### config.mk
export PLATFORM = sky130hd
export DESIGN_NAME = lpcp_regs
export DESIGN_NICKNAME = d
export VERILOG_FILES = /design/src/lidar_point_camera_projection_defines.svh /design/src/lpcp_pkg.sv /design/src/lpcp_regs.sv
export SDC_FILE = /design/constraint.sdc
export NUM_CORES = 1
export LEC_CHECK = 0
export BUFFER_PORTS_ARGS = -buffer_cell sky130_fd_sc_hd__buf_4
export CAP_MARGIN = 40
export CELL_PAD_IN_SITES_DETAIL_PLACEMENT = 1
export CELL_PAD_IN_SITES_GLOBAL_PLACEMENT = 1
export CORE_MARGIN = 10
export CORE_UTILIZATION = 40
export DETAILED_ROUTE_END_ITERATION = 12
export MAX_ROUTING_LAYER = met4
export PLACE_DENSITY = 0.71
export SKIP_LAST_GASP = 1
export SYNTH_ARGS = -nofsm -noshare
export SYNTH_HDL_FRONTEND = slang
export SYNTH_SLANG_ARGS = --single-unit
### constraint.sdc
create_clock -name clk -period 9.7 [get_ports clk]
set_clock_uncertainty 0.1 [all_clocks]
set_input_delay 1.94 -clock clk [delete_from_list [all_inputs] [get_ports clk]]
set_output_delay 1.94 -clock clk [all_outputs]
set_load 0.01 [all_outputs]
### src/lidar_point_camera_projection_defines.svh
// Assertion macros for the lidar point camera projection block.
// Included by the modules that carry concurrent checks; expects clk and rst_n in scope.
`ifndef LIDAR_POINT_CAMERA_PROJECTION_DEFINES_SVH
`define LIDAR_POINT_CAMERA_PROJECTION_DEFINES_SVH
`ifndef SYNTHESIS
`define LPCP_ASSERT(lbl, prop) \
  lbl: assert property (@(posedge clk) disable iff (!rst_n) (prop)) \
    else $error("lpcp check failed");
`define LPCP_ASSERT_NEXT(lbl, ante, cons) \
  lbl: assert property (@(posedge clk) disable iff (!rst_n) (ante) |=> (cons)) \
    else $error("lpcp check failed");
`else
`define LPCP_ASSERT(lbl, prop)
`define LPCP_ASSERT_NEXT(lbl, ante, cons)
`endif
`endif

### src/lpcp_pkg.sv
// Shared constants, register map and pipeline types of the lidar point projection block.
// No dependencies; the design files refer to it by scoped names, the testbench files import it.
`default_nettype none
package lpcp_pkg;
  localparam int MAX_IMAGE_DIM = 4096;
  localparam int DIM_W         = $clog2(MAX_IMAGE_DIM + 1);
  localparam int NUM_REGS      = 8;
  localparam int DATA_W        = 64;
  localparam int ADDR_W        = $clog2(NUM_REGS) + 3;
  localparam int COORD_W       = 24;
  localparam int INT_W         = 16;
  localparam int CODE_W        = 8;
  localparam int DEPTH_LIMIT   = 10240;
  localparam int CODE_SCALE    = 254;
  // divisor is 2*z*256, numerator 2*nu + z*256
  localparam int DEN_W         = COORD_W - 1 + 8 + 1;
  localparam int NUM_W         = DEN_W + DIM_W + 1;

  localparam logic [2:0] REG_ROT_X = 3'd0;
  localparam logic [2:0] REG_ROT_Y = 3'd1;
  localparam logic [2:0] REG_ROT_Z = 3'd2;
  localparam logic [2:0] REG_TRANS = 3'd3;
  localparam logic [2:0] REG_FOCAL = 3'd4;
  localparam logic [2:0] REG_PRINC = 3'd5;
  localparam logic [2:0] REG_SIZE  = 3'd6;
  localparam logic [2:0] REG_GAIN  = 3'd7;

  localparam logic [NUM_REGS-1:0][DATA_W-1:0] REG_MASK = {
    64'h0000_0000_FFFF_FFFF, 64'h0000_0000_FFFF_FFFF,
    64'h0000_FFFF_FFFF_FFFF, 64'h0000_FFFF_FFFF_FFFF,
    64'h0FFF_FFFF_FFFF_FFFF, 64'h0000_FFFF_FFFF_FFFF,
    64'h0000_FFFF_FFFF_FFFF, 64'h0000_FFFF_FFFF_FFFF
  };

  localparam logic [NUM_REGS-1:0][DATA_W-1:0] REG_RESET = {
    64'd65536, 64'd31457920, 64'd1030792232960, 64'd2147483776000,
    64'd0, 64'd70368744177664, 64'd1073741824, 64'd16384
  };

  typedef struct packed {
    logic [2:0][2:0][15:0] rot;
    logic [2:0][19:0]      trans;
    logic [23:0]           fx;
    logic [23:0]           fy;
    logic [23:0]           cx;
    logic [23:0]           cy;
    logic [DIM_W-1:0]      width;
    logic [DIM_W-1:0]      height;
    logic [31:0]           gain;
  } cfg_t;

  typedef struct packed {
    logic signed [COORD_W-1:0] x;
    logic signed [COORD_W-1:0] y;
    logic signed [COORD_W-1:0] z;
  } cam_t;

  typedef struct packed {
    cam_t             cam;
    logic [INT_W-1:0] intensity;
  } xf_t;

  typedef struct packed {
    cam_t              cam;
    logic              vis;
    logic [CODE_W-1:0] label;
    logic [CODE_W-1:0] dcode;
    logic [NUM_W-1:0]  rem_u;
    logic [NUM_W-1:0]  rem_v;
    logic [NUM_W-1:0]  den_sh;
    logic [DIM_W-1:0]  q_u;
    logic [DIM_W-1:0]  q_v;
  } div_t;
endpackage
`default_nettype wire

### src/lpcp_regs.sv
// APB-style configuration register file; presents the decoded configuration.
// Depends on lpcp_pkg (register map, reset values, cfg_t).
`default_nettype none
module lpcp_regs (
  input  wire logic                          clk,
  input  wire logic                          rst_n,
  input  wire logic                          psel,
  input  wire logic                          penable,
  input  wire logic                          pwrite,
  input  wire logic [lpcp_pkg::ADDR_W-1:0]   paddr,
  input  wire logic [lpcp_pkg::DATA_W-1:0]   pwdata,
  output logic      [lpcp_pkg::DATA_W-1:0]   prdata,
  output logic                               pready,
  output lpcp_pkg::cfg_t                     cfg
);
  logic [lpcp_pkg::DATA_W-1:0] regs_r [lpcp_pkg::NUM_REGS];
  logic [2:0]                  idx;
  logic [15:0]                 w_raw;
  logic [15:0]                 h_raw;

  assign idx    = paddr[lpcp_pkg::ADDR_W-1:3];
  assign pready = 1'b1;
  assign prdata = regs_r[idx];

  always_ff @(posedge clk) begin
    if (!rst_n) begin
      for (int i = 0; i < lpcp_pkg::NUM_REGS; i++) begin
        regs_r[i] <= lpcp_pkg::REG_RESET[i];
      end
    end else if (psel && penable && pwrite) begin
      regs_r[idx] <= pwdata & lpcp_pkg::REG_MASK[idx];
    end
  end

  assign w_raw = regs_r[lpcp_pkg::REG_SIZE][15:0];
  assign h_raw = regs_r[lpcp_pkg::REG_SIZE][31:16];

  always_comb begin
    for (int k = 0; k < 3; k++) begin
      cfg.rot[k][0] = regs_r[k][15:0];
      cfg.rot[k][1] = regs_r[k][31:16];
      cfg.rot[k][2] = regs_r[k][47:32];
    end
    cfg.trans[0] = regs_r[lpcp_pkg::REG_TRANS][19:0];
    cfg.trans[1] = regs_r[lpcp_pkg::REG_TRANS][39:20];
    cfg.trans[2] = regs_r[lpcp_pkg::REG_TRANS][59:40];
    cfg.fx       = regs_r[lpcp_pkg::REG_FOCAL][23:0];
    cfg.fy       = regs_r[lpcp_pkg::REG_FOCAL][47:24];
    cfg.cx       = regs_r[lpcp_pkg::REG_PRINC][23:0];
    cfg.cy       = regs_r[lpcp_pkg::REG_PRINC][47:24];
    // clamp oversized image dimensions
    cfg.width    = (w_raw > 16'(lpcp_pkg::MAX_IMAGE_DIM)) ?
                   lpcp_pkg::DIM_W'(lpcp_pkg::MAX_IMAGE_DIM) : w_raw[lpcp_pkg::DIM_W-1:0];
    cfg.height   = (h_raw > 16'(lpcp_pkg::MAX_IMAGE_DIM)) ?
                   lpcp_pkg::DIM_W'(lpcp_pkg::MAX_IMAGE_DIM) : h_raw[lpcp_pkg::DIM_W-1:0];
    cfg.gain     = regs_r[lpcp_pkg::REG_GAIN][31:0];
  end
endmodule
`default_nettype wire

-- After elaboration in Yosys (flattened, before gate mapping)
Memories as Yosys holds them, arrays and structs flattened.
Index checks and enable logic that the tools add are counted.
- flip-flop bits (word level): 0
- bits in latches: 0
- RAM bits: 512
- bits in read-only memories: 512
- logic and storage cells: 19
- memories kept: 2
- memory list (memory ; words ; width ; read ports ; clocked after Yosys merged registers in ; write ports ; RTL line ; RTL):
    (no name shown) ; 8 ; 64 ; 1 ; 0 ; 0 ; lpcp_regs.sv:31 ; regs_r[idx] <= pwdata & lpcp_pkg::REG_MASK[idx];
    regs_r ; 8 ; 64 ; 9 ; 0 ; 8 ; lpcp_regs.sv:16 ; logic [lpcp_pkg::DATA_W-1:0] regs_r [lpcp_pkg::NUM_REGS];
- add/sub/neg operators: 0
- $mul: 0
- divide/modulo/power cells: 0
- magnitude comparators: 3
- equal/unequal tests: 0
- shift operators: 0
- mux-type cells: 10
- bitwise gates (word level): 1
- reduce and logical (&&, ||, !) cells: 3
- operators with widths (operator ; number):
    2-to-1 mux 64 bit ; 2
    bitwise AND 64 bit ; 1
    OR reduction 64 bit ; 1
    > comparator 16 x 13 -> 1 bit (second input constant) ; 2
    2-to-1 mux 13 bit ; 2
    2-to-1 mux 1 bit ; 5
    < comparator 3 x 4 -> 1 bit (second input constant) ; 1
    2-to-1 mux 3 bit ; 1
    logical AND 1 bit ; 2

-- Depth between registers and ports, before layout
- depth in word-level cells: 7
- gate-level depth with buffers: 6
- gate-level depth less buffers: 2

-- Least setup slack after synthesis
OpenSTA, ideal clock, no wires.
- path kind: input -> register
- start point: in paddr[4] (netlist name)
- end point: mem regs_r[3][0] (netlist name), enable pin
- arrival time: 7.124 ns
- required time: 9.033 ns
- path slack: 1.909 ns
- stages: 5
- path buffers: 3
- cell sequence: buf_6 -> buf_4 -> nand2_1 -> clkbuf_1 -> o31ai_1
- RTL lines (element ; RTL line ; RTL):
    start: declaration ; lpcp_regs.sv:10 ; input wire logic [lpcp_pkg::ADDR_W-1:0] paddr,
    end: declaration ; lpcp_regs.sv:16 ;

-- Worst setup path after layout
- start point: in paddr[5] (netlist name)
- end point: out prdata[30] (netlist name)
- longest elaborated chain between the ends: 1
- ends and longest elaborated chain (element ; RTL line ; RTL):
    memory read (8 x 64 bit) ; n/a ;
    end: declaration ; lpcp_regs.sv:12 ; output logic [lpcp_pkg::DATA_W-1:0] prdata,
No other way between the ends.

==> key figures <==
Layout
  – Layout cells sized above 1: 0.427
  – Most flops, register: regs_r
  – Regs by FF count: regs_r (480)
  – Final nets: around 1900
  – Final core utilization: 0.481
  – Area growth, synth to finish: 18.8%
  – Non-filler cells, final: ~2600
  – Max reg flops: 480
  – N_diodes: 0

Worst setup path
  – Worst path top cell family by delay: buffers and inverters
  – Critical Path Sink Type: primary output
  – Startpoint types: input port
  – Crit-path cells: buf_8 > buf_12 > mux4_2 > mux2_2 > buf_4
  – CP max stage cell: buf_12
  – Max incr delay on CP: approximately 550 ps
  – Arrival time at the worst endpoint: about 4400 ps
  – CP Class: input port to primary output
  – Worst EP required: between 7000 and 8000 ps
  – Crit-path max FO: 169
  – Buf/Inv on CP: 3

GRT
  – Overall Global Routing Usage: 0.229
  – Vias in the first global route: ~16000
  – First-pass GRT wire length: 112 mm
  – Grt ovf: 0
  – Largest net degree at the start of global routing: around 190
  – Initial antenna violation count: 0

Logic synthesis
  – Cell accounting for the most synthesized area: edfxtp_1
  – Area contributors post-synth: edfxtp_1 62%, mux4_2 12%, buf_4 8.9%
  – Post-synthesis mux area share: 0.144
  – Synth Register Bits: 480
  – Xor and xnor area share after synthesis: 0
  – Mapped Cells: about 1600
  – Seq/Total Area, Yosys: 0.616
  – Syn_area_per_cell: approximately 15 µm²
  – Largest family of logic cells by synthesized area: multiplexers
  – Mapped cell area: about 23000 µm²
  – Post-synthesis compound-gate area fraction: 0.00256
  – Synth Area in Simple Gates: 0.108
  – Synth top area share: 0.616
  – Synth Area in Adders: 0
  – Number of library cell types mapped by synthesis: 21
  – Synth warn: 0

Floorplanning
  – Die area: 68600 µm²
  – Row count: ~90
  – Top Ports: roughly 500
  – Die height: about 260 µm
  – Die W: 262 µm
  – Initial Utilization: 0.405
  – Core box area: approximately 58000 µm²

Placement
  – Port-buffer cells: about 490
  – Detailed placer's ending HPWL: between 50 and 60 mm
  – GPL Wtd Cong: ~0.84
  – Total placed cells including tap cells: between 2000 and 3000

STA
  – Final setup viols: 0
  – Max frequency: 156 MHz
  – Min Hold Slack: between 1500 and 2000 ps
  – Max-slew violations: 0
  – Period Utilization, post-route: 0.661
  – Tightest Pin Transition: 1150 ps
  – Hold Vio Cnt, Final: 0
  – Setup TNS: 0 ps
  – Unrepaired setup endpoints after global routing: false
  – Min cycle time layout: ~6400 ps
  – Slew HR: 0.235

Clocking
  – TritonCTS buffer count: 52
  – Clock sink total: 480
  – Setup bufs post-CTS: 0
  – Hold-fix buffers, CTS: 0
  – Root Buffer: clkbuf_16
  – CTS resizes: 0
  – CTS H-tree depth: 2
  – CTS tree: built
  – Worst-path clk slew: around 60 ps
  – Max Root-Sink Buffers: 3

Pwr
  – Internal: approximately 0.0038 W
  – Sw Pwr: about 0.0013 W
  – Sw frac: 0.253
  – Clk network pwr share: 0.371
  – Pwr per Cell Area: 181 nW/µm²
  – Comb pwr share: 0.135
  – Sequential power share: 0.494
  – Static leakage: approximately 10 nW
  – Worst ir drop on vdd: 0.136 mV

Min path
  – Hold Path End: regs_r[3][56]
  – HP Start: pwdata[56]
  – WHS Path Cells: 2
  – Hold Path Class: input port to register

Route
  – Avg WL per Cell: approximately 30 µm
  – Vias per cell: around 5.7
  – DRT Pass-1 Iters: 7
  – DRT iter0 DRCs: ~1400
  – Post-route ant nets: 0
  – Total number of vias: between 10000 and 15000
  – # DRC: 0
  – Detailed Route WL: between 70 and 80 mm

Job
  – Max-Cap Viols: 0

Status
  – Status: completed
## cells in the final DEF, fill, tap and decap left out, drive strengths merged, types with 2 or more instances in the layout
cell type,synthesis,final
nor2b,2,2
edfxtp,480,480
inv,51,53
buf,351,524
nand2b,2,2
and2,25,25
clkinvlp,0,5
nor4,326,326
mux2,60,60
mux4,120,120
nand4,29,29
o31ai,8,8
conb,2,121
clkinv,0,23
and4,13,13
clkbuf,85,61
bufinv,0,2
## per-stage QoR
stage	setup slack (ps)	total power [W]	area, µm²
6_report	3280	0.00503	27800
5_1_grt	3180	0.00520	27800
4_1_cts	3320	0.00507	27800
3_5_place_dp	3320	0.00321	26200
3_3_place_gp	3310	0.00319	26100
2_1_floorplan	1910	0.00293	23900
## per-layer routing
metal,global-route usage,vias to the layer above,share of wire
li1,-,6347,-
met4,0.0581,0,0.023
met5,-,-,0
met1,0.273,7771,0.38
met3,0.0525,96,0.080
met2,0.386,646,0.51
## Yosys cell counts
cell type and instances:
and2_1 25, or2_1 1, inv_2 1, and4_1 13, nor2_1 1, mux2_2 60, nor4_1 326, buf_4 279
inv_1 50, o31ai_1 8, buf_2 42, edfxtp_1 480, buf_1 17, nand2_1 1, nor2b_1 2, buf_6 13
clkbuf_1 85, conb_1 2, nand2b_1 2, nand4_1 29, mux4_2 120
## cell families (layout without fill, tap and decap cells)
| logic type | Yosys count | after routing |
|---|---|---|
| flip-flops | 480 | 480 |
| other | 2 | 121 |
| multiplexers | 180 | 180 |
| AND/OR/NAND/NOR | 400 | 400 |
| buffers and inverters | 487 | 668 |
| AO/OA/AOI/OAI | 8 | 8 |
## power by group through the flow
stage	clock [W]	sequential, W	combinational (W)
after floorplan	0	0.00251	0.000416
after global placement	0	0.00252	0.000671
after detailed placement	0	0.00253	0.000685
after CTS	0.00190	0.00249	0.000686
after global routing	0.00198	0.00250	0.000719
final	0.00187	0.00249	0.000677
## worst max-delay path by stage
stage	startpoint	to	slack (ps)	cells past startpoint
6_report	paddr[5]	prdata[30]	3280	5
5_1_grt	paddr[4]	prdata[30]	3180	5
4_1_cts	paddr[4]	prdata[30]	3320	5
3_5_place_dp	paddr[4]	prdata[30]	3320	5
3_3_place_gp	paddr[4]	prdata[30]	3310	5
2_1_floorplan	paddr[4]	regs_r[3][0]	1910	5
## layout make-up
| type | instances | area [µm²] |
|---|---|---|
| repair buffers | 524 | 4100 |
| flip-flops and latches | 480 | 14400 |
| fillers | 5699 | 30000 |
| well taps | 765 | 957 |
| multi-input cells | 709 | 6570 |
| inverters | 51 | 196 |
| clock buffers | 61 | 1360 |
| clock inverters | 32 | 214 |
(Power assumes the default switching activity.)
