### src/lidar_point_camera_projection_defines.svh
// Assertion macros for the lidar point camera projection block.
// Included by the modules that carry concurrent checks; expects clk and rst_n in scope.
`ifndef LIDAR_POINT_CAMERA_PROJECTION_DEFINES_SVH
`define LIDAR_POINT_CAMERA_PROJECTION_DEFINES_SVH
`ifndef SYNTHESIS
`define LPCP_ASSERT(lbl, prop) \
  lbl: assert property (@(posedge clk) disable iff (!rst_n) (prop)) \
    else $error("lpcp check failed");
`define LPCP_ASSERT_NEXT(lbl, ante, cons) \
  lbl: assert property (@(posedge clk) disable iff (!rst_n) (ante) |=> (cons)) \
    else $error("lpcp check failed");
`else
`define LPCP_ASSERT(lbl, prop)
`define LPCP_ASSERT_NEXT(lbl, ante, cons)
`endif
`endif

### src/lpcp_pkg.sv
// Shared constants, register map and pipeline types of the lidar point projection block.
// No dependencies; the design files refer to it by scoped names, the testbench files import it.
`default_nettype none
package lpcp_pkg;
  localparam int MAX_IMAGE_DIM = 4096;
  localparam int DIM_W         = $clog2(MAX_IMAGE_DIM + 1);
  localparam int NUM_REGS      = 8;
  localparam int DATA_W        = 64;
  localparam int ADDR_W        = $clog2(NUM_REGS) + 3;
  localparam int COORD_W       = 24;
  localparam int INT_W         = 16;
  localparam int CODE_W        = 8;
  localparam int DEPTH_LIMIT   = 10240;
  localparam int CODE_SCALE    = 254;
  // divisor is 2*z*256, numerator 2*nu + z*256
  localparam int DEN_W         = COORD_W - 1 + 8 + 1;
  localparam int NUM_W         = DEN_W + DIM_W + 1;

  localparam logic [2:0] REG_ROT_X = 3'd0;
  localparam logic [2:0] REG_ROT_Y = 3'd1;
  localparam logic [2:0] REG_ROT_Z = 3'd2;
  localparam logic [2:0] REG_TRANS = 3'd3;
  localparam logic [2:0] REG_FOCAL = 3'd4;
  localparam logic [2:0] REG_PRINC = 3'd5;
  localparam logic [2:0] REG_SIZE  = 3'd6;
  localparam logic [2:0] REG_GAIN  = 3'd7;

  localparam logic [NUM_REGS-1:0][DATA_W-1:0] REG_MASK = {
    64'h0000_0000_FFFF_FFFF, 64'h0000_0000_FFFF_FFFF,
    64'h0000_FFFF_FFFF_FFFF, 64'h0000_FFFF_FFFF_FFFF,
    64'h0FFF_FFFF_FFFF_FFFF, 64'h0000_FFFF_FFFF_FFFF,
    64'h0000_FFFF_FFFF_FFFF, 64'h0000_FFFF_FFFF_FFFF
  };

  localparam logic [NUM_REGS-1:0][DATA_W-1:0] REG_RESET = {
    64'd65536, 64'd31457920, 64'd1030792232960, 64'd2147483776000,
    64'd0, 64'd70368744177664, 64'd1073741824, 64'd16384
  };

  typedef struct packed {
    logic [2:0][2:0][15:0] rot;
    logic [2:0][19:0]      trans;
    logic [23:0]           fx;
    logic [23:0]           fy;
    logic [23:0]           cx;
    logic [23:0]           cy;
    logic [DIM_W-1:0]      width;
    logic [DIM_W-1:0]      height;
    logic [31:0]           gain;
  } cfg_t;

  typedef struct packed {
    logic signed [COORD_W-1:0] x;
    logic signed [COORD_W-1:0] y;
    logic signed [COORD_W-1:0] z;
  } cam_t;

  typedef struct packed {
    cam_t             cam;
    logic [INT_W-1:0] intensity;
  } xf_t;

  typedef struct packed {
    cam_t              cam;
    logic              vis;
    logic [CODE_W-1:0] label;
    logic [CODE_W-1:0] dcode;
    logic [NUM_W-1:0]  rem_u;
    logic [NUM_W-1:0]  rem_v;
    logic [NUM_W-1:0]  den_sh;
    logic [DIM_W-1:0]  q_u;
    logic [DIM_W-1:0]  q_v;
  } div_t;
endpackage
`default_nettype wire

### src/lpcp_div_step.sv
// One restoring-division stage: one quotient bit for column and row per register.
// Depends on lpcp_pkg (div_t).
`default_nettype none
module lpcp_div_step (
  input  wire logic           clk,
  input  wire logic           rst_n,
  input  wire logic           en,
  input  wire logic           in_valid,
  input  wire lpcp_pkg::div_t in_data,
  output logic                out_valid,
  output lpcp_pkg::div_t      out_data
);
  logic           ge_u;
  logic           ge_v;
  lpcp_pkg::div_t step_nxt;
  lpcp_pkg::div_t step_r;
  logic           valid_r;

  always_comb begin
    ge_u            = in_data.rem_u >= in_data.den_sh;
    ge_v            = in_data.rem_v >= in_data.den_sh;
    step_nxt        = in_data;
    step_nxt.rem_u  = ge_u ? in_data.rem_u - in_data.den_sh : in_data.rem_u;
    step_nxt.rem_v  = ge_v ? in_data.rem_v - in_data.den_sh : in_data.rem_v;
    step_nxt.q_u    = {in_data.q_u[lpcp_pkg::DIM_W-2:0], ge_u};
    step_nxt.q_v    = {in_data.q_v[lpcp_pkg::DIM_W-2:0], ge_v};
    step_nxt.den_sh = in_data.den_sh >> 1;
  end

  always_ff @(posedge clk) begin
    if (en) begin
      step_r <= step_nxt;
    end
  end

  always_ff @(posedge clk) begin
    if (!rst_n) begin
      valid_r <= 1'b0;
    end else if (en) begin
      valid_r <= in_valid;
    end
  end

  assign out_valid = valid_r;
  assign out_data  = step_r;
endmodule
`default_nettype wire

### config.mk
export PLATFORM = sky130hd
export DESIGN_NAME = lpcp_div_step
export DESIGN_NICKNAME = d
export VERILOG_FILES = /design/src/lidar_point_camera_projection_defines.svh /design/src/lpcp_pkg.sv /design/src/lpcp_div_step.sv
export SDC_FILE = /design/constraint.sdc
export NUM_CORES = 1
export LEC_CHECK = 0
export ABC_AREA = 0
export BUFFER_PORTS_ARGS = -buffer_cell sky130_fd_sc_hd__buf_2
export CORE_AREA = 3 3 197 199
export CTS_CLUSTER_SIZE = 28
export DETAILED_ROUTE_END_ITERATION = 10
export DIE_AREA = 0 0 200 202
export GPL_TIMING_DRIVEN = 0
export PLACE_DENSITY_LB_ADDON = 0.12
export SYNTH_ARGS = -nofsm -noshare
export SYNTH_HDL_FRONTEND = slang
export SYNTH_SLANG_ARGS = --single-unit
### constraint.sdc
create_clock -name clk -period 4.2 [get_ports clk]
set_clock_uncertainty 0.1 [all_clocks]
set_input_delay 0.84 -clock clk [delete_from_list [all_inputs] [get_ports clk]]
set_output_delay 0.84 -clock clk [all_outputs]
set_load 0.03 [all_outputs]
Word-level counts from Yosys, hierarchy flattened --
Index checks and enable logic that the tools add are counted.
Word-level totals: bits in registers 253, logic and storage cells 18
Operators by class: add/subtract/negate cells 2, $lt $le $gt $ge 2, mux-type cells 2
Operator list (number):
- $ge A46 B46 Y1 | 2
- $mux W46 | 2
- $sub A46 B46 Y46 | 2

Logic depth before layout (Yosys ltp) --
Gate-level depths: netlist (run 1).
depth in word-level cells 2, gate-level depth with buffers 16

Worst setup path before layout (run 1) --
No wires, ideal clock.
path kind input to register, from in in_data[72] (netlist name), to reg step_r, in the netlist out_data[73], data pin, library setup time 260 ps, arrival time 3638 ps, data required time 3840 ps, slack 201 ps, stages 14, buffers on the path 1, cell sequence inv_1 -> ha_1 -> inv_1 -> fa_1 -> a211oi_1 -> o21bai_1 -> a21oi_1 -> o31ai_4 -> a221oi_2 -> o21ai_2 -> a41o_1 -> a21o_2 -> buf_6 -> mux2_4
RTL lines:
- from (decl) | line lpcp_div_step.sv:9 | input wire lpcp_pkg::div_t in_data,
- to (signal assigned) | line lpcp_div_step.sv:32 | step_r <= step_nxt;
- to (decl) | line lpcp_div_step.sv:16 | lpcp_pkg::div_t step_r;

==> impl_metrics.tcl, run 1 <==
set metrics [dict create \
    yosys_warnings 0 \
    power_density_nw_per_um2 422 \
    synth_seq_area_share_pct 53.0 \
    vias 11817 \
    numPortBuffers 507 \
    cp_max_fo 10 \
    switching_share_pct 33.6 \
    yosysUniqueCellTypes 72 \
    vdd_drop_max_mv 0.287 \
    outcome "finished, final reports clean" \
    period_share_pct 96.4 \
    cts_tree "yes" \
    wl_um 49100 \
    antenna_left 0 \
    critPathLaunchType "primary input" \
    cts.path.max_buffers 3 \
    slowest_delay_ns 0.39 \
    ios 511 \
    p_switching_uw 2630 \
    cts_buffers 29 \
    synth_cells 1208 \
    hold_violations 0 \
    path_clk_slew_ns 0.06 \
    grt_pass1_vias 11785 \
    nNetsFinal 2098 \
    grt_pass1_wl_um 71100 \
    utilization_pct 49.6 \
    relSlewSlack_pct 61.9 \
    leakage_uw 0.00819 \
    grt_max_degree 107 \
    cp_data_arrival_time_ns 4.25 \
    synth-seq-cells 253 \
    max_clock_freq_ghz 0.247 \
    rows 71 \
    internal_power_uw 5200 \
    antenna_found_initial 13 \
    cts.htree.levels 1 \
    wl_per_cell_um 21.5 \
    worstMarginPinSlew_ns 0.571 \
    synth_edf_count 252 \
    endpoint_kind "flop" \
    reg2reg_depth 2 \
    cts.sinks 253 \
    initial_core_util_pct 38.3 \
    crit_family "compound AO/OA/AOI/OAI gates" \
    finalNonFillerCells 2287 \
    insertion_delay_ns 0.55 \
    rsz0062_at_grt "no" \
    setup_viol 0 \
    firstDrtPassIters 6 \
    grt_usage_pct 23.2 \
    fillers 3495 \
    crit_required_ns 4.40 \
    comb_power_share_pct 29.2 \
    netlist_area_sq_um 14300 \
    syn_nets 1559 \
    slew_viol_final 0 \
    cp_num_cells 16 \
    pwr-share-seq_pct 40.3 \
    synth_area_per_cell_sq_um 11.9 \
    critPathSlowestCell "ha_1" \
    route.detailed.drc 0 \
    place_inst 2228 \
    cp_cell_sequence "buf_2, inv_1, ha_1, and3_4, a221oi_4, buf_12, nor4b_4, o21ai_1, a31oi_2, o21ai_1, or2_1, o21a_1, o21bai_4, buf_8, buf_8, mux2_1" \
    maxCapViolCount 0 \
    crit_type "primary input to flop" \
    hold_class "primary input to flop" \
    path_buf_inv 5 \
    grt_overflow 0 \
    routed_via_density 5.17 \
    syn2layout_area_growth_pct 29.6 \
    setup_tns_ns 0 \
    core_sq_um 37400 \
    root_buffer "clkbuf_16" \
    whs_path_depth 1 \
    async_reset_ff_share_pct 0 \
    synth-main-ff-cell "edfxtp_1" \
    finalCriticalPeriod_ns 4.05 \
    power_frac_clock_pct 30.5 \
    drive_gt1_share_pct 36.3 \
    chipHeight_um 202 \
    drt_iter0_drc 657 \
    die_area_sq_um 40400 \
    place_congestion 0.924 \
    die_x_um 200 \
    dp_hpwl_um 39200 \
]
==> area by class of cell <==
cell class / instances / area [sq um] / share of cell area (%)
flip-flops and latches: 253 / 7590 / 40.9
well taps: 511 / 639 / 3.44
clock inverters: 21 / 149 / 0.802
diodes: 8 / 20.0 / 0.108
inverters: 72 / 270 / 1.46
multi-input cells: 827 / 6240 / 33.6
clock buffers: 31 / 733 / 3.95
repair buffers: 510 / 2620 / 14.1
plain buffers: 54 / 297 / 1.60
==> cells in the final DEF (no fill, tap or decap), types with 35 or more instances in the layout <==
master | synthesis | final
a21o_1 | 68 | 68
buf_2 | 6 | 512
nand2_1 | 57 | 57
ha_1 | 92 | 92
edfxtp_1 | 252 | 252
xnor2_1 | 56 | 56
clkbuf_1 | 38 | 38
o21ai_0 | 35 | 35
a21oi_1 | 91 | 90
inv_1 | 72 | 72
nor2_1 | 82 | 82
==> worst reg2reg max path: cells and delay by family (launching register included) <==
family | cells | cell delay, ns
mux | 1 | 0.13
flops | 1 | 0.31
simple gates | 1 | 0.06
==> per-layer routing <==
metal  share of wire, %  vias up  track usage (%)
met4                3.3       16             7.33
met3                7.9       76             5.77
li1                   -     5620                -
met5               0.19        -                0
met1                 39     5640             27.8
met2                 49      465             40.7
==> power by group through the flow <==
stage	clock (uW)	combinational, uW	sequential (uW)
after floorplan	0	956	3760
after global placement	0	2250	3220
after detailed placement	0	2260	3210
after CTS	2460	2280	3160
after global routing	2550	2460	3180
final	2390	2280	3160
==> synth_stat cells, types with 4 or more instances <==
| cell type | number | area (sq um) |
|---|---|---|
| and2_1 | 4 | 25.0 |
| inv_1 | 72 | 270 |
| a31oi_1 | 16 | 100 |
| and3_1 | 9 | 56.3 |
| or3_1 | 5 | 31.3 |
| nor2_1 | 82 | 308 |
| nor3_1 | 10 | 50.1 |
| a221oi_2 | 4 | 60.1 |
| nand2b_1 | 9 | 56.3 |
| nor4_1 | 4 | 25.0 |
| nor2b_1 | 11 | 68.8 |
| o21a_1 | 13 | 97.6 |
| nand3_1 | 24 | 120 |
| a21oi_2 | 23 | 201 |
| buf_2 | 6 | 30.0 |
| clkbuf_1 | 38 | 143 |
| o211ai_1 | 9 | 67.6 |
| nand4_1 | 23 | 144 |
| mux2_4 | 7 | 105 |
| edfxtp_1 | 252 | 7570 |
| or2_2 | 5 | 31.3 |
| xor2_1 | 31 | 272 |
| mux2_2 | 11 | 124 |
| ha_1 | 92 | 1150 |
| mux2_1 | 32 | 360 |
| o21ai_0 | 35 | 175 |
| a21o_1 | 68 | 510 |
| o21bai_1 | 13 | 97.6 |
| o31ai_1 | 5 | 37.5 |
| a221oi_1 | 4 | 35.0 |
| buf_4 | 4 | 30.0 |
| nand2_1 | 57 | 214 |
| o21ai_1 | 5 | 25.0 |
| a211oi_1 | 9 | 67.6 |
| a21oi_1 | 91 | 455 |
| xnor2_1 | 56 | 490 |
| buf_6 | 8 | 90.1 |
| mux2i_1 | 6 | 60.1 |
| and4_1 | 6 | 52.6 |
==> per-stage QoR <==
stage | hold slack [ns] | power [uW] | area [sq um] | setup WS, ns
after global placement | 0.406 | 5470 | 17500 | -1.51
after floorplan | 0.540 | 4710 | 14300 | 0.201
after CTS | 0.322 | 7890 | 18500 | 0.0155
after global routing | 0.330 | 8200 | 18500 | 0.00115
after detailed placement | 0.420 | 5470 | 17600 | -0.818
final | 0.355 | 7830 | 18600 | 0.150
==> worst paths after layout <==
check,startpoint,endpoint,slack [ns]
min reg2reg,out_valid,out_valid,0.43
max,in_data[31],out_data[161],0.15
min,in_data[231],out_data[231],0.36
max reg2reg,out_valid,out_valid,3.50
==> kinds of logic (layout without fill, tap and decap cells) <==
family                     Yosys count  after routing  share of synthesized area (%)
muxes                               56             56                           4.53
xor gates and xnor gates            87             87                           5.32
and+or+nand+nor                    255            255                           8.67
adders and majority gates           94             94                           8.31
DFF                                253            253                           53.0
buffers and inverters              128            688                           3.93
other                                1              9                         0.0262
AOI/OAI and AO/OA                  334            334                           16.3
==> state kept, by name, indices dropped and copies added (netlist names) <==
name	count
out_valid	1
out_data	252
==> repair_timing <==
item,4_1_cts,5_1_grt
setup endpoints to repair,29,76
hold buffers,0,0
pin swaps,0,1
resized for setup,5,10
setup buffers,0,1
No activity file was read; power rests on OpenSTA's default activity.
==> inputs of run 2 (changes only) <==
ABC_AREA = 1   (was 0)
CORE_AREA = default   (was 3 3 197 199)
CORE_MARGIN = 3   (was default)
CORE_UTILIZATION = 47   (was default)
DIE_AREA = default   (was 0 0 200 202)
==> impl_metrics.tcl, run 2 <==
set metrics [dict create \
    ios 511 \
    cts_tree "yes" \
    synth_seq_area_share_pct 44.6 \
    relSlewSlack_pct 51.7 \
    max_clock_freq_ghz 0.317 \
    synthXorXnorAreaFrac_pct 2.57 \
    place_congestion 1.00 \
    slowest_delay_ns 0.47 \
    grt_overflow 0 \
    hold_violations 0 \
    hold_class "primary input to flop" \
    routed_via_density 5.03 \
    final_common_cell "nand2_1" \
    grt_pass1_wl_um 90700 \
    critPathSlowestCell "fa_1" \
    grt_usage_pct 30.7 \
    power_density_nw_per_um2 373 \
    wl_um 61600 \
    postCtsSetupRepairBufs 0 \
    synthTopCellsByArea "edfxtp_1, nand2_1, inv_1, ha_1, nand3_1" \
    critPathMostFrequentCell "nand2_1" \
    syn_nets 2645 \
    yosysTopAreaCell "edfxtp_1" \
    synth_most_common_cell "nand2_1" \
    vias 16650 \
    gr-max-usage-layer "met2" \
    crit_type "primary input to flop" \
    cp_max_fo 10 \
    cts.htree.levels 1 \
    outcome "finished, final reports clean" \
    rsz0062_at_grt "no" \
    synth-compound-area-share_pct 3.10 \
    numPortBuffers 507 \
    async_reset_ff_share_pct 0 \
    dp_hpwl_um 52100 \
    leakage_uw 0.0114 \
    cts_buffers 26 \
    nNetsFinal 3182 \
    synth_cells 2294 \
    cp_cell_sequence "buf_2, inv_1, ha_1, inv_1, fa_1, nand3_1, nand3_1, nand2_1, nand2_1, nand2_1, nand2_2, nand3_1, nand2_1, nand2_2, buf_6, nand3_1, nand2_1" \
    yosysUniqueCellTypes 34 \
    antenna_left 0 \
    path_clk_slew_ns 0.06 \
    ctsHoldBuffers 0 \
    syn2layout_area_growth_pct 23.3 \
    met3_usage_pct 3.83 \
    netlist_area_sq_um 17000 \
    cp_data_arrival_time_ns 3.43 \
    vdd_drop_max_mv 0.341 \
    drt_iter0_drc 1149 \
    cts.sinks 253 \
    whs_ns 0.365 \
    synth_top_family_by_area "simple AND/OR/NAND/NOR gates" \
    layout_common_cells "nand2_1, buf_2, inv_1" \
    die_x_um 196 \
    grt_max_degree 128 \
    period_share_pct 75.2 \
    yosysTopAreaCellShare_pct 44.4 \
    die_area_sq_um 38600 \
    core_sq_um 35700 \
    chipHeight_um 196 \
    insertion_delay_ns 0.54 \
    synth_edf_count 252 \
    cts.path.max_buffers 3 \
    critPathLaunchType "primary input" \
    grtUsageMet1_pct 40.6 \
    setup_viol 0 \
    post_cts_resized 0 \
    synthSimpleGateAreaFrac_pct 30.9 \
    drive_gt1_share_pct 20.7 \
    rows 69 \
    maxCapViolCount 0 \
    grt_pass1_vias 16078 \
    yosys_warnings 0 \
    worstMarginPinSlew_ns 0.724 \
    synth-seq-cells 253 \
    antenna_found_initial 1 \
    endpoint_kind "flop" \
    largest_register_ffs 252 \
    route.detailed.drc 0 \
    crit_required_ns 4.47 \
    initial_core_util_pct 47.8 \
    setup_tns_ns 0 \
    synth_area_per_cell_sq_um 7.42 \
    grtUsageMet2_pct 53.6 \
    finalCriticalPeriod_ns 3.16 \
    diodes 0 \
    synthAdderAreaFrac_pct 6.99 \
    firstDrtPassIters 5 \
    synth-main-ff-cell "edfxtp_1" \
    netlist_top_cells_count "nand2_1, inv_1, edfxtp_1" \
    root_buffer "clkbuf_16" \
    slew_viol_final 0 \
    muxShareOfSynthArea_pct 0 \
    wl_per_cell_um 18.6 \
]
[run 2: cell count changes after synthesis, sizes merged, moves of 50 or more]
cell   change
nor2      +87
mux2      -50
nand3    +173
nand2    +814
inv      +416
xnor2     -56
a21oi     -54
a21o      -66
[run 2: final cells by class]
cell class / count / area [sq um]
buffer: 25 / 186
clock buffer: 36 / 709
clock inverter: 9 / 80.1
fill: 3443 / 14700
inverter: 488 / 1830
multi-input combinational: 1528 / 7420
sequential: 253 / 7590
tap: 461 / 577
timing repair buffer: 509 / 2600
[run 2: logic make-up (layout without fill, tap and decap cells)]
logic type	count (synthesis)	in the layout
and+or+nand+nor	1285	1285
buffers and inverters	513	1067
DFF	253	253
xor gates and xnor gates	50	50
adders and majority gates	94	94
other	1	1
AOI/OAI and AO/OA	98	98
[run 2: stage by stage]
stage	total power [uW]	utilization [%]	setup slack, ns	std cells	cell area [sq um]
2_1_floorplan	4790	-	1.28	2294	17000
6_report	7830	58.9	1.04	3309	21000
3_3_place_gp	5650	56.5	-1.38	3262	20100
5_1_grt	8210	58.9	0.924	3309	21000
4_1_cts	7870	58.9	1.06	3309	21000
3_5_place_dp	5660	56.7	0.493	3264	20200
[run 2: layer usage]
layer	vias to the layer above	part of all wire, %	wire length [um]
li1	8236	-	-
met1	7721	42	26100
met2	600	48	29800
met3	93	6.4	3970
met4	0	2.7	1690
met5	-	0	0
[run 2: worst paths after layout]
kind	slack [ns]	cells past startpoint	to	from
max	1.04	17	out_data[91]	in_data[72]
min	0.36	1	out_data[207]	in_data[207]
max reg2reg	3.42	2	out_valid	out_valid
min reg2reg	0.47	2	out_valid	out_valid
[run 2: critical path: cells and delay by family]
kind          cells  cell delay, ns
simple gates     11            1.52
fa+ha+maj         2            0.61
buf+inv           4            0.44
[run 2: where the power goes]
group | internal (uW) | switching (uW)
Sequential | 3100 | 62.2
Combinational | 715 | 1760
Clock | 1240 | 951
==> inputs of run 3 (changes only) <==
clock period = 2.8 ns   (was 4.2 ns; I/O delays follow)
==> impl_metrics.tcl, run 3 (same netlist as run 2, synthesis figures left out) <==
set metrics [dict create \
    leakage_uw 0.0114 \
    route.detailed.drc 0 \
    max_clock_freq_ghz 0.368 \
    ios 511 \
    slowest_delay_ns 0.46 \
    grt_pass1_wl_um 90700 \
    place_congestion 1.00 \
    min_from "in_data[207]" \
    antenna_found_initial 1 \
    crit_required_ns 3.07 \
    crit_type "primary input to flop" \
    cts_buffers 26 \
    endpoint_kind "flop" \
    finalPower_uw 11800 \
    die_area_sq_um 38600 \
    relSlewSlack_pct 52.4 \
    critPathMostFrequentCell "nand2_1" \
    path_clk_slew_ns 0.07 \
    nNetsFinal 3182 \
    cts_tree "yes" \
    wl_per_cell_um 18.7 \
    cp_max_fo 10 \
    setup_tns_ns 0 \
    hold_class "primary input to flop" \
    grt_max_degree 128 \
    outcome "finished, final reports clean" \
    initial_core_util_pct 47.8 \
    critPathSlowestCell "fa_1" \
    cp_data_arrival_time_ns 2.99 \
    vias 16721 \
    maxCapViolCount 0 \
    cts.htree.levels 1 \
    insertion_delay_ns 0.54 \
    die_x_um 196 \
    r2r_start "out_valid" \
    startpoint "in_data[72]" \
    critPathLaunchType "primary input" \
    ctsHoldBuffers 0 \
    fillers 3434 \
    grt_overflow 0 \
    layout_common_cells "nand2_1, buf_2, inv_1" \
    worstMarginPinSlew_ns 0.714 \
    cts.path.max_buffers 3 \
    final_common_cell "nand2_1" \
    numPortBuffers 507 \
    firstDrtPassIters 6 \
    diodes 0 \
    drt_iter0_drc 1203 \
    core_sq_um 35700 \
    setup_viol 0 \
    power_density_nw_per_um2 559 \
    vdd_drop_max_mv 0.511 \
    cp_cell_sequence "buf_2, inv_1, ha_1, inv_1, fa_1, nand3_1, nand3_2, nand2_1, nand2_1, nand2_1, nand2_2, nand3_1, nand2_1, nand2_4, buf_6, nand3_1, nand2_1" \
    grt_usage_pct 30.7 \
    chipHeight_um 196 \
    syn2layout_area_growth_pct 23.5 \
    grt_pass1_vias 16078 \
    rows 69 \
    hold_violations 0 \
    largest_register_ffs 252 \
    root_buffer "clkbuf_16" \
    finalCriticalPeriod_ns 2.72 \
    period_share_pct 97.1 \
    slew_viol_final 0 \
    antenna_left 0 \
    wl_um 61700 \
    cts.sinks 253 \
    dp_hpwl_um 52100 \
    routed_via_density 5.05 \
    drive_gt1_share_pct 20.9 \
]
==> run 3: cell types whose count changed in the layout (fill, tap and decap cells not counted), sizes merged <==
| cell | delta |
|---|---|
| buf | -1 |
| clkbuf | +1 |
==> run 3: repair_timing <==
| action | in CTS | in global routing |
|---|---|---|
| buffers inserted | 0 | 0 |
| pin swaps | 0 | 1 |
| setup endpoints to repair | 2 | 73 |
| cloned | 0 | 0 |
| gates resized for setup | 1 | 12 |
| hold endpoints to repair | 0 | 0 |
==> run 3: metrics by stage <==
step / instances / util, % / setup WS [ns] / cell area [sq um] / hold WS (ns)
6_report: 3309 / 59.0 / 0.0823 / 21000 / 0.0829
5_1_grt: 3309 / 59.0 / -0.00442 / 21000 / 0.0604
2_1_floorplan: 2294 / - / 0.161 / 17000 / 0.553
4_1_cts: 3309 / 58.9 / 0.0197 / 21000 / 0.0621
3_3_place_gp: 3262 / 56.5 / -2.50 / 20100 / 0.427
3_5_place_dp: 3264 / 56.7 / -0.627 / 20200 / 0.450
==> run 3: layer usage <==
layer	GRT usage (%)	wire length (um)
met1	40.6	25900
met2	53.6	29900
met3	3.83	4240
met4	8.56	1660
met5	0	0
==> run 3: worst paths after layout <==
| path | end | slack (ns) | cells past startpoint |
|---|---|---|---|
| worst min register to register | out_valid | 0.47 | 2 |
| worst min-delay path | out_data[207] | 0.08 | 1 |
| worst max register to register | out_valid | 2.02 | 2 |
| worst max-delay path | out_data[93] | 0.08 | 17 |
==> run 3: layout make-up <==
type	count	area [sq um]	share of cell area, %
Sequential cell	253	7590	36.1
Multi-Input combinational cell	1528	7450	35.4
Timing Repair Buffer	509	2600	12.4
Inverter	488	1830	8.71
Clock buffer	36	709	3.37
Tap cell	461	577	2.74
Buffer	25	195	0.928
Clock inverter	9	80.1	0.381
==> run 3: worst max-delay path, delay by kind of cell <==
family	cells	cell delay (ns)
and+or+nand+nor	11	1.38
adders and majority gates	2	0.60
buffers and inverters	4	0.42
==> run 3: where the power goes <==
part	switching (uW)	internal [uW]	total (uW)
logic	2650	1080	3730
clock network	1430	1860	3290
registers	93.2	4650	4740
